===== config.mk =====
export PLATFORM = sky130hd
export DESIGN_NAME = aabb_pairwise_overlap_finder_unit
export DESIGN_NICKNAME = d
export VERILOG_FILES = /design/src/sv/aabb_pkg.sv /design/src/sv/aabb_ram.sv /design/src/sv/aabb_pairwise_overlap_finder_unit.sv
export SDC_FILE = /design/constraint.sdc
export NUM_CORES = 1
export LEC_CHECK = 0
export CAP_MARGIN = 20
export CORE_UTILIZATION = 50
export DETAILED_ROUTE_END_ITERATION = 8
export DONT_BUFFER_PORTS = 1
export MAX_ROUTING_LAYER = met4
export PLACE_DENSITY = 0.64
export SYNTH_ARGS = -nofsm -noshare
export SYNTH_HDL_FRONTEND = slang
export SYNTH_SLANG_ARGS = --single-unit

===== constraint.sdc =====
create_clock -name clk -period 12.75 [get_ports clk]
set_input_delay 0.6375 -clock clk [delete_from_list [all_inputs] [get_ports clk]]
set_output_delay 0.6375 -clock clk [all_outputs]
set_load 0.01 [all_outputs]

===== src/sv/aabb_pkg.sv =====
package aabb_pkg;

    localparam int MAX_BOXES_DEF = 8;
    localparam int ID_W          = 16;
    localparam int POS_W         = 16;
    localparam int SIZE_W        = 15;
    localparam int SUM_W         = 18;

    localparam logic ACT_ADD = 1'b0;
    localparam logic ACT_RUN = 1'b1;

    typedef struct packed {
        logic [ID_W-1:0]   id;
        logic [POS_W-1:0]  pos_x;
        logic [POS_W-1:0]  pos_y;
        logic [SIZE_W-1:0] width;
        logic [SIZE_W-1:0] height;
    } box_t;

    localparam int BOX_W = $bits(box_t);

    typedef enum logic [1:0] {
        ST_IDLE,
        ST_HEAD,
        ST_SCAN,
        ST_TERM
    } state_t;

endpackage


===== src/sv/aabb_ram.sv =====
module aabb_ram #(
    parameter int WIDTH = 8,
    parameter int DEPTH = 8
) (
    input  logic                     clk,
    input  logic                     wr_en,
    input  logic [$clog2(DEPTH)-1:0] wr_addr,
    input  logic [WIDTH-1:0]         wr_data,
    input  logic                     rd_en,
    input  logic [$clog2(DEPTH)-1:0] rd_addr,
    output logic [WIDTH-1:0]         rd_data
);

    logic [WIDTH-1:0] mem [DEPTH];
    logic [WIDTH-1:0] rd_data_reg;

    always_ff @(posedge clk)
    begin
        if (wr_en)
        begin
            mem[wr_addr] <= wr_data;
        end
        if (rd_en)
        begin
            rd_data_reg <= mem[rd_addr];
        end
    end

    assign rd_data = rd_data_reg;

endmodule


===== src/sv/aabb_pairwise_overlap_finder_unit.sv =====
// Add beats are taken one per cycle and give no result; the box is written in that cycle
// unless the store is full. A run beat walks the store through one RAM read port: a head
// step per leading box, a scan step per pair and a terminator step, or only the terminator
// below two boxes; a stalled output beat holds the walk. Input is held off meanwhile.
// Reset clears the box count, the overflow flag, the sequencer and the output valid flag.
// Box contents are undefined after reset; only entries written since the last run are read.
module aabb_pairwise_overlap_finder_unit #(
    parameter int MAX_BOXES = aabb_pkg::MAX_BOXES_DEF
) (
    input  logic                                clk,
    input  logic                                rst_n,
    input  logic                                in_valid,
    output logic                                in_ready,
    input  logic                                action,
    input  logic [aabb_pkg::ID_W-1:0]           entity_id,
    input  logic signed [aabb_pkg::POS_W-1:0]   pos_x,
    input  logic signed [aabb_pkg::POS_W-1:0]   pos_y,
    input  logic [aabb_pkg::SIZE_W-1:0]         box_width,
    input  logic [aabb_pkg::SIZE_W-1:0]         box_height,
    output logic                                out_valid,
    input  logic                                out_ready,
    output logic                                pair_found,
    output logic [aabb_pkg::ID_W-1:0]           first_entity,
    output logic [aabb_pkg::ID_W-1:0]           second_entity,
    output logic                                dropped_adds,
    output logic                                last
);

    localparam int IDX_W = $clog2(MAX_BOXES);
    localparam int CNT_W = $clog2(MAX_BOXES + 1);
    localparam int SUM_W = aabb_pkg::SUM_W;

    aabb_pkg::state_t state_reg, state_next;

    logic [CNT_W-1:0] count_reg, count_next;
    logic             overflow_reg, overflow_next;
    logic [IDX_W-1:0] i_reg, i_next;
    logic [IDX_W-1:0] j_reg, j_next;
    aabb_pkg::box_t   a_reg, a_next;

    logic                    out_valid_reg, out_valid_next;
    logic                    pair_found_reg, pair_found_next;
    logic [aabb_pkg::ID_W-1:0] first_reg, first_next;
    logic [aabb_pkg::ID_W-1:0] second_reg, second_next;
    logic                    dropped_reg, dropped_next;
    logic                    last_reg, last_next;

    logic           in_fire;
    logic           can_emit;
    logic           full;
    logic           wr_en;
    logic           rd_en;
    logic [IDX_W-1:0] rd_addr;
    aabb_pkg::box_t wr_box;
    aabb_pkg::box_t b_box;
    logic           hit;
    logic           j_more;
    logic           i_more;
    logic           stall;

    logic signed [SUM_W-1:0] ax, ay, bx, by;
    logic signed [SUM_W-1:0] ax_end, ay_end, bx_end, by_end;

    assign in_ready = (state_reg == aabb_pkg::ST_IDLE);
    assign in_fire  = in_valid && in_ready;
    assign can_emit = !out_valid_reg || out_ready;
    assign full     = (count_reg == CNT_W'(MAX_BOXES));

    assign wr_box.id     = entity_id;
    assign wr_box.pos_x  = pos_x;
    assign wr_box.pos_y  = pos_y;
    assign wr_box.width  = box_width;
    assign wr_box.height = box_height;
    assign wr_en = in_fire && (action == aabb_pkg::ACT_ADD) && !full;

    aabb_ram #(
        .WIDTH (aabb_pkg::BOX_W),
        .DEPTH (MAX_BOXES)
    ) u_box_ram (
        .clk     (clk),
        .wr_en   (wr_en),
        .wr_addr (count_reg[IDX_W-1:0]),
        .wr_data (wr_box),
        .rd_en   (rd_en),
        .rd_addr (rd_addr),
        .rd_data (b_box)
    );

    assign ax = SUM_W'($signed(a_reg.pos_x));
    assign ay = SUM_W'($signed(a_reg.pos_y));
    assign bx = SUM_W'($signed(b_box.pos_x));
    assign by = SUM_W'($signed(b_box.pos_y));
    assign ax_end = ax + $signed({{(SUM_W-aabb_pkg::SIZE_W){1'b0}}, a_reg.width});
    assign ay_end = ay + $signed({{(SUM_W-aabb_pkg::SIZE_W){1'b0}}, a_reg.height});
    assign bx_end = bx + $signed({{(SUM_W-aabb_pkg::SIZE_W){1'b0}}, b_box.width});
    assign by_end = by + $signed({{(SUM_W-aabb_pkg::SIZE_W){1'b0}}, b_box.height});

    assign hit = !((ax >= bx_end) || (bx >= ax_end) || (ay >= by_end) || (by >= ay_end));

    assign j_more = (CNT_W'(j_reg) + CNT_W'(1)) < count_reg;
    assign i_more = (CNT_W'(i_reg) + CNT_W'(2)) < count_reg;
    assign stall  = hit && !can_emit;

    always_comb
    begin
        state_next = state_reg;
        case (state_reg)
            aabb_pkg::ST_IDLE:
            begin
                if (in_fire && (action == aabb_pkg::ACT_RUN))
                begin
                    if (count_reg < CNT_W'(2))
                    begin
                        state_next = aabb_pkg::ST_TERM;
                    end
                    else
                    begin
                        state_next = aabb_pkg::ST_HEAD;
                    end
                end
            end
            aabb_pkg::ST_HEAD:
            begin
                state_next = aabb_pkg::ST_SCAN;
            end
            aabb_pkg::ST_SCAN:
            begin
                if (!stall && !j_more)
                begin
                    if (i_more)
                    begin
                        state_next = aabb_pkg::ST_HEAD;
                    end
                    else
                    begin
                        state_next = aabb_pkg::ST_TERM;
                    end
                end
            end
            aabb_pkg::ST_TERM:
            begin
                if (can_emit)
                begin
                    state_next = aabb_pkg::ST_IDLE;
                end
            end
            default:
            begin
                state_next = aabb_pkg::ST_IDLE;
            end
        endcase
    end

    always_comb
    begin
        count_next      = count_reg;
        overflow_next   = overflow_reg;
        i_next          = i_reg;
        j_next          = j_reg;
        a_next          = a_reg;
        rd_en           = 1'b0;
        rd_addr         = i_reg;
        out_valid_next  = out_valid_reg && !out_ready;
        pair_found_next = pair_found_reg;
        first_next      = first_reg;
        second_next     = second_reg;
        dropped_next    = dropped_reg;
        last_next       = last_reg;
        case (state_reg)
            aabb_pkg::ST_IDLE:
            begin
                if (in_fire)
                begin
                    if (action == aabb_pkg::ACT_ADD)
                    begin
                        if (full)
                        begin
                            overflow_next = 1'b1;
                        end
                        else
                        begin
                            count_next = count_reg + CNT_W'(1);
                        end
                    end
                    else
                    begin
                        i_next  = '0;
                        rd_en   = 1'b1;
                        rd_addr = '0;
                    end
                end
            end
            aabb_pkg::ST_HEAD:
            begin
                a_next  = b_box;
                j_next  = i_reg + IDX_W'(1);
                rd_en   = 1'b1;
                rd_addr = i_reg + IDX_W'(1);
            end
            aabb_pkg::ST_SCAN:
            begin
                if (!stall)
                begin
                    if (hit)
                    begin
                        out_valid_next  = 1'b1;
                        pair_found_next = 1'b1;
                        first_next      = a_reg.id;
                        second_next     = b_box.id;
                        dropped_next    = 1'b0;
                        last_next       = 1'b0;
                    end
                    if (j_more)
                    begin
                        j_next  = j_reg + IDX_W'(1);
                        rd_en   = 1'b1;
                        rd_addr = j_reg + IDX_W'(1);
                    end
                    else if (i_more)
                    begin
                        i_next  = i_reg + IDX_W'(1);
                        rd_en   = 1'b1;
                        rd_addr = i_reg + IDX_W'(1);
                    end
                end
            end
            aabb_pkg::ST_TERM:
            begin
                if (can_emit)
                begin
                    out_valid_next  = 1'b1;
                    pair_found_next = 1'b0;
                    first_next      = '0;
                    second_next     = '0;
                    dropped_next    = overflow_reg;
                    last_next       = 1'b1;
                    count_next      = '0;
                    overflow_next   = 1'b0;
                end
            end
            default:
            begin
                out_valid_next = 1'b0;
            end
        endcase
    end

    always_ff @(posedge clk or negedge rst_n)
    begin
        if (!rst_n)
        begin
            state_reg     <= aabb_pkg::ST_IDLE;
            count_reg     <= '0;
            overflow_reg  <= 1'b0;
            out_valid_reg <= 1'b0;
        end
        else
        begin
            state_reg     <= state_next;
            count_reg     <= count_next;
            overflow_reg  <= overflow_next;
            out_valid_reg <= out_valid_next;
        end
    end

    always_ff @(posedge clk)
    begin
        i_reg          <= i_next;
        j_reg          <= j_next;
        a_reg          <= a_next;
        pair_found_reg <= pair_found_next;
        first_reg      <= first_next;
        second_reg     <= second_next;
        dropped_reg    <= dropped_next;
        last_reg       <= last_next;
    end

    assign out_valid     = out_valid_reg;
    assign pair_found    = pair_found_reg;
    assign first_entity  = first_reg;
    assign second_entity = second_reg;
    assign dropped_adds  = dropped_reg;
    assign last          = last_reg;

endmodule


### Yosys cells after proc, flatten, opt, wreduce, memory -nomap -nowiden

Memories as Yosys holds them, arrays and structs flattened. A register that Yosys moved wholly into a read port is not among the register bits.
Index checks and enable logic that the tools add are counted.

| operators by class | value |
|---|---|
| add/sub/neg operators | 9 |
| order comparisons | 7 |
| equality and inequality tests | 15 |
| muxes and demuxes | 56 |
| bitwise gates (word level) | 1 |
| reductions and logical operators | 29 |

Operator list:

| kind | count |
|---|---|
| 16-bit 2-to-1 mux | 5 |
| 16-bit by 16-bit adder with 17-bit output | 4 |
| 16-bit by 17-bit greater-or-equal comparator with 1-bit output | 4 |
| 16-bit one-hot mux with 2 select lines | 2 |
| 3-bit 2-to-1 mux | 9 |
| 1-bit 2-to-1 mux | 20 |
| 4-bit 2-to-1 mux | 4 |
| 2-bit inequality test (second input constant) | 8 |
| 3-bit one-hot mux with 2 select lines | 2 |
| 2-bit 2-to-1 mux | 5 |
| 1-bit one-hot mux with 2 select lines | 5 |
| 5-bit AND reduction | 2 |
| 3-bit one-hot mux with 3 select lines | 1 |
| 3-bit AND reduction | 3 |
| 4-bit < comparator | 2 |
| 2-bit one-hot mux with 4 select lines | 1 |
| 4-bit one-hot mux with 2 select lines | 1 |
| 2-bit nonzero test | 4 |
| 1-bit logical AND | 7 |
| 1-bit logical NOT | 7 |
| 3-bit by 1-bit adder with 3-bit output (second input constant) | 2 |
| 2-bit by 1-bit inequality test with 1-bit output (second input constant) | 3 |
| 3-bit by 1-bit adder with 4-bit output (second input constant) | 1 |
| 3-bit by 2-bit adder with 4-bit output (second input constant) | 1 |
| other kinds (10) | 14 |

| word-level totals | value |
|---|---|
| register bits | 127 |
| memory bits (writable) | 624 |
| bits of input ports | 83 |
| output and inout bits | 37 |
| memories kept | 1 |

Memories:

| memory | words | width | rd ports | clocked after Yosys merged registers in | wr ports | line | source |
|---|---|---|---|---|---|---|---|
| u_box_ram.mem | 8 | 78 | 1 | 1 | 1 | aabb_ram.sv:14 | `logic [WIDTH-1:0] mem [DEPTH];` |

### Longest topological paths before layout

| depth | value |
|---|---|
| depth in word-level cells | 11 |
| gate-level depth with buffers | 27 |
| depth with buffers taken out | 24 |

### Modules after synthesis

From an unflattened synthesis, not the netlist that was laid out.

| unflattened totals | value |
|---|---|
| cells, all modules | 1833 |
| area, all modules | 34722.1 µm² |

Modules (own cells, without submodules):

| module | instances | cells each | area each (µm²) | sequential area each (µm²) |
|---|---|---|---|---|
| aabb_ram | 1 | 993 | 25821.0 | 21080.2 |
| aabb_pairwise_overlap_finder_unit | 1 | 840 | 8901.0 | 3773.6 |

### Worst setup path after synthesis

OpenSTA, ideal clock, no wires.

| timing path | value |
|---|---|
| path type | reg2reg |
| from | register u_box_ram.rd_data_reg[30], in the netlist u_box_ram.rd_data[30], read port of u_box_ram.mem |
| to | register u_box_ram.rd_data_reg[0], in the netlist u_box_ram.rd_data[0], read port of u_box_ram.mem, enable pin |
| library setup time | 0.622 ns |
| data arrival time | 9.259 ns |
| slack | 2.869 ns |
| stages on the path, launching flop included | 23 |
| clock period less this slack | 9.881 ns |
| cells stage by stage | edfxtp_1 -> ha_1 -> fa_1 -> a21o_1 -> a21oi_1 -> o21bai_1 -> a21oi_1 -> o21bai_1 -> a21oi_1 -> o211ai_1 -> a31o_2 -> a21oi_1 -> xnor2_1 -> ha_1 -> nand4_1 -> nor2_1 -> a311oi_1 -> a21oi_1 -> or4_1 -> nor3_1 -> nor2_1 -> nor2_1 -> o21ai_0 |

| on the way | value |
|---|---|
| word-level cells in the longest chain between the ends | 8 |

Ends and longest elaborated chain:

| item | line | source |
|---|---|---|
| start, declared | aabb_ram.sv:15 | `logic [WIDTH-1:0] rd_data_reg;` |
| 16-bit by 16-bit adder with 17-bit output | aabb_pairwise_overlap_finder_unit.sv:96 | `assign by_end = by + $signed({{(SUM_W-aabb_pkg::SIZE_W){1'b0}}, b_box.height});` |
| 16-bit by 17-bit greater-or-equal comparator with 1-bit output | aabb_pairwise_overlap_finder_unit.sv:98 | `assign hit = !((ax >= bx_end) \|\| (bx >= ax_end) \|\| (ay >= by_end) \|\| (by >= ay_end));` |
| 1-bit logical OR | aabb_pairwise_overlap_finder_unit.sv:98 |  |
| 1-bit logical OR * | aabb_pairwise_overlap_finder_unit.sv:98 |  |
| 1-bit logical NOT * | aabb_pairwise_overlap_finder_unit.sv:98 |  |
| 1-bit logical AND * | aabb_pairwise_overlap_finder_unit.sv:102 | `assign stall = hit && !can_emit;` |
| 1-bit 2-to-1 mux * | aabb_pairwise_overlap_finder_unit.sv:202 | `if (!stall)` |
| 1-bit one-hot mux with 3 select lines * | aabb_pairwise_overlap_finder_unit.sv:169 | `case (state_reg)` |
| via rd_en | aabb_pairwise_overlap_finder_unit.sv:52 | `logic rd_en;` |

Mark *: on every way through the listed nets, which the timed path passes. The rest lies on a longest branch.
A chain may end at the register's enable or synchronous reset.

### Worst setup path after layout

| timing path | value |
|---|---|
| from | register u_box_ram.rd_data_reg[0], in the netlist u_box_ram.rd_data[0], read port of u_box_ram.mem |
| to | register u_box_ram.rd_data_reg[8], in the netlist u_box_ram.rd_data[8], read port of u_box_ram.mem, data pin |

| on the way | value |
|---|---|
| word-level cells in the longest chain between the ends | 8 |

Ends and longest elaborated chain:

| item | line |
|---|---|
| 16-bit by 16-bit adder with 17-bit output * | aabb_pairwise_overlap_finder_unit.sv:96 |
| 16-bit by 17-bit greater-or-equal comparator with 1-bit output * | aabb_pairwise_overlap_finder_unit.sv:98 |
| 1-bit logical OR * (2 in a row) | aabb_pairwise_overlap_finder_unit.sv:98 |
| 1-bit logical NOT * | aabb_pairwise_overlap_finder_unit.sv:98 |
| 1-bit logical AND * | aabb_pairwise_overlap_finder_unit.sv:102 |
| 3-bit 2-to-1 mux or 1-bit 2-to-1 mux (tied branches) | aabb_pairwise_overlap_finder_unit.sv:202 |
| 3-bit one-hot mux with 3 select lines or 1-bit one-hot mux with 3 select lines (tied branches) | aabb_pairwise_overlap_finder_unit.sv:169 |

Mark *: on every way between the ends. The rest lies on a longest branch, timed or not.

==> flow_metrics.py <==
metrics = {
    "status": {
        "outcome": "finished, final reports clean",
    },
    "synth": {
        "ys_seq_area_frac": 0.700,
        "synth_simple_gate_area_frac": 0.0366,
        "synthXorXnorAreaFrac": 0.0138,
        "synth_edf_count": 821,
        "synthesis.nets": 2307,
        "yosysWarnings": 0,
        "synthFlopType": "edfxtp_1",
        "synthMuxAreaShare": 0.0892,
        "ys_seq_elements": 829,
        "syn_area_per_cell_um2": 17.1,
        "yosysUniqueCellTypes": 71,
        "syn_area_um2": 35500,
        "synth_top_family_by_area": "multiplexers",
        "async_flop_share": 0.00965,
        "synthCells": 2081,
        "synth_fa_ha_area_frac": 0.0513,
        "synth-compound-area-share": 0.0883,
    },
    "detailed_routing": {
        "final_antenna_net_count": 0,
        "vias_per_cell": 5.80,
        "vias": 18162,
        "finalWirelength_um": 74400,
        "first_pass_iters": 6,
        "drc": 0,
        "drt_iter0_drc": 1251,
        "wl_per_cell_um": 23.8,
    },
    "global_routing": {
        "gr-total-overflow": 0,
        "first_global_vias": 18335,
        "grt_use_total": 0.214,
        "antenna_found_initial": 0,
        "grt_pass1_wl_um": 111000,
        "grt_max_degree": 131,
    },
    "floorplanning": {
        "core_um2": 70100,
        "dieHeight_um": 268,
        "die_x_um": 268,
        "num_rows": 97,
        "dieArea_um2": 72000,
        "ios": 120,
        "initial_core_util": 0.506,
    },
    "layout": {
        "area_growth_pct": 10.7,
        "diodes": 0,
        "drive_gt1_frac": 0.116,
        "largest_reg_flops": 624,
        "final-seq-area_um2": 24900,
        "final_common_cell": "edfxtp_1",
        "num-fill-cells": 5432,
        "multi_input_comb_area_um2": 10000,
        "mostFrequentLayoutCells": "edfxtp_1, mux2i_1, ha_1",
        "layout.nets": 2348,
    },
    "placed_design": {
        "place.gp.congestion": 0.903,
        "port_buffers": 0,
        "post-dp-hpwl_um": 43200,
    },
    "timing": {
        "worst_pin_slew_ns": 1.11,
        "fin_crit_ns": 7.83,
        "maxSlewHeadroom": 0.259,
        "period_share": 0.614,
        "finalClockSkew_ns": 0.0415,
        "setup_viol": 0,
        "tns_ns": 0,
        "fmax_mhz": 128,
        "timing_hold_violations_final": 0,
        "rsz0062_at_grt": "false",
        "maxSlewViolCount": 0,
    },
    "clock_network": {
        "postCtsHoldBufs": 1,
        "clock_path_buffers": 3,
        "clkSlewWorstSetupHoldPaths_ns": 0.06,
        "clk_latency_ns": 0.66,
        "ctsResizeCount": 0,
        "cts_sinks": 829,
        "root_buffer": "clkbuf_16",
        "numCtsBuffers": 85,
        "htree_levels": 3,
        "cts_tree": "built",
        "post_cts_buffers": 0,
    },
    "critical_path": {
        "end_kind": "flop",
        "cp-start-kind": "flop",
        "critPathMaxFanout": 35,
        "worstSetupPathType": "reg2reg",
        "arrival_ns": 8.16,
        "rrSetupSlack_ns": 4.92,
        "worst_ep_required_time_ns": 13.09,
    },
    "min_path": {
        "hold_class": "in2reg",
    },
    "run": {
        "drv_cap": 0,
    },
}
[worst paths after layout]
check | from | endpoint | cells past startpoint
max in group asynchronous | rst_n | count_reg[2] | 1
hold / removal | box_height[12] | u_box_ram.mem[1][12] | 0
min in group asynchronous | rst_n | state_reg[0] | 1
hold reg to reg | u_box_ram.rd_data[76] | a_reg[76] | 0
setup / recovery | u_box_ram.rd_data[0] | u_box_ram.rd_data[8] | 24
setup reg to reg | u_box_ram.rd_data[0] | u_box_ram.rd_data[8] | 24
[worst max-delay path, stage by stage (launching register included)]
cell	delay (ns)
edfxtp_1	0.46
ha_1	0.27
fa_1	0.41
a21o_1	0.17
a21oi_1	0.24
o21bai_1	0.10
a21oi_1	0.23
o21bai_1	0.09
a21oi_1	0.30
o211ai_1	0.17
a31o_2	0.25
a21oi_1	0.23
o21ai_0	0.13
ha_1	0.33
mux2i_1	0.20
a211oi_1	0.23
o211ai_1	0.19
nor4_2	0.47
a31oi_1	0.22
o31ai_4	0.36
nand2_2	0.15
nor2_4	0.77
buf_4	0.63
buf_4	0.72
a221oi_2	0.12
[area by class of cell]
class	instances	area share
repair buffers	31	0.00758
well taps	940	0.0299
multi-input cells	1121	0.255
flip-flops and latches	829	0.632
inverters	54	0.00519
clock inverters	51	0.0140
clock buffers	105	0.0560
[kinds of logic after synthesis]
logic type / count (synthesis)
compound gates: 347
simple gates: 259
buf+inv: 131
flops: 829
fa+ha+maj: 143
xor+xnor: 56
mux: 316
[per-layer routing]
metal | up-vias | wire length [um] | GRT usage
li1 | 8378 | - | -
met1 | 9282 | 33300 | 0.289
met2 | 400 | 35200 | 0.329
met3 | 102 | 4480 | 0.0450
met4 | 0 | 1440 | 0.0604
met5 | - | 0 | -
[synthesized netlist by cell type, types with 4 or more instances]
| library cell | count | area [um2] |
|---|---|---|
| a21o_1 | 12 | 90.1 |
| and4_1 | 4 | 35.0 |
| fa_1 | 4 | 80.1 |
| nand4_1 | 5 | 31.3 |
| o21ai_0 | 32 | 160 |
| nor2_1 | 54 | 203 |
| nand2b_1 | 10 | 62.6 |
| buf_4 | 6 | 45.0 |
| a211oi_1 | 4 | 30.0 |
| a31oi_1 | 9 | 56.3 |
| ha_1 | 139 | 1740 |
| edfxtp_1 | 821 | 24700 |
| a311oi_1 | 5 | 43.8 |
| clkbuf_1 | 28 | 105 |
| and2_1 | 36 | 225 |
| nor2b_1 | 15 | 93.8 |
| o21a_1 | 6 | 45.0 |
| buf_2 | 19 | 95.1 |
| dfrtp_1 | 8 | 200 |
| and3_1 | 9 | 56.3 |
| nand3_1 | 20 | 100 |
| o21bai_1 | 10 | 75.1 |
| nand2_1 | 62 | 233 |
| o31ai_1 | 5 | 37.5 |
| a221oi_2 | 78 | 1170 |
| inv_1 | 53 | 199 |
| a21oi_1 | 58 | 290 |
| xnor2_1 | 28 | 245 |
| mux2i_1 | 315 | 3150 |
| a22o_1 | 80 | 701 |
| a211o_1 | 7 | 61.3 |
| nor3_1 | 27 | 135 |
| o211ai_1 | 8 | 60.1 |
| buf_8 | 5 | 75.1 |
| buf_6 | 17 | 191 |
| xor2_1 | 28 | 245 |
[stage by stage]
step,setup WS [ns],hold WS (ns),cells,utilization,area (um2)
floorplan,2.87,0.342,2081,-,35500
detailed placement,4.92,0.343,2973,0.521,36500
finish,4.92,0.0677,3131,0.560,39300
global placement,5.07,0.343,2971,0.520,36500
global route,4.35,0.0446,3131,0.560,39300
CTS,4.88,0.0301,3130,0.560,39300
Power is left out: the tool's default activity adds up to more than one toggle a clock period on the data nets, which glitch-free logic cannot reach.
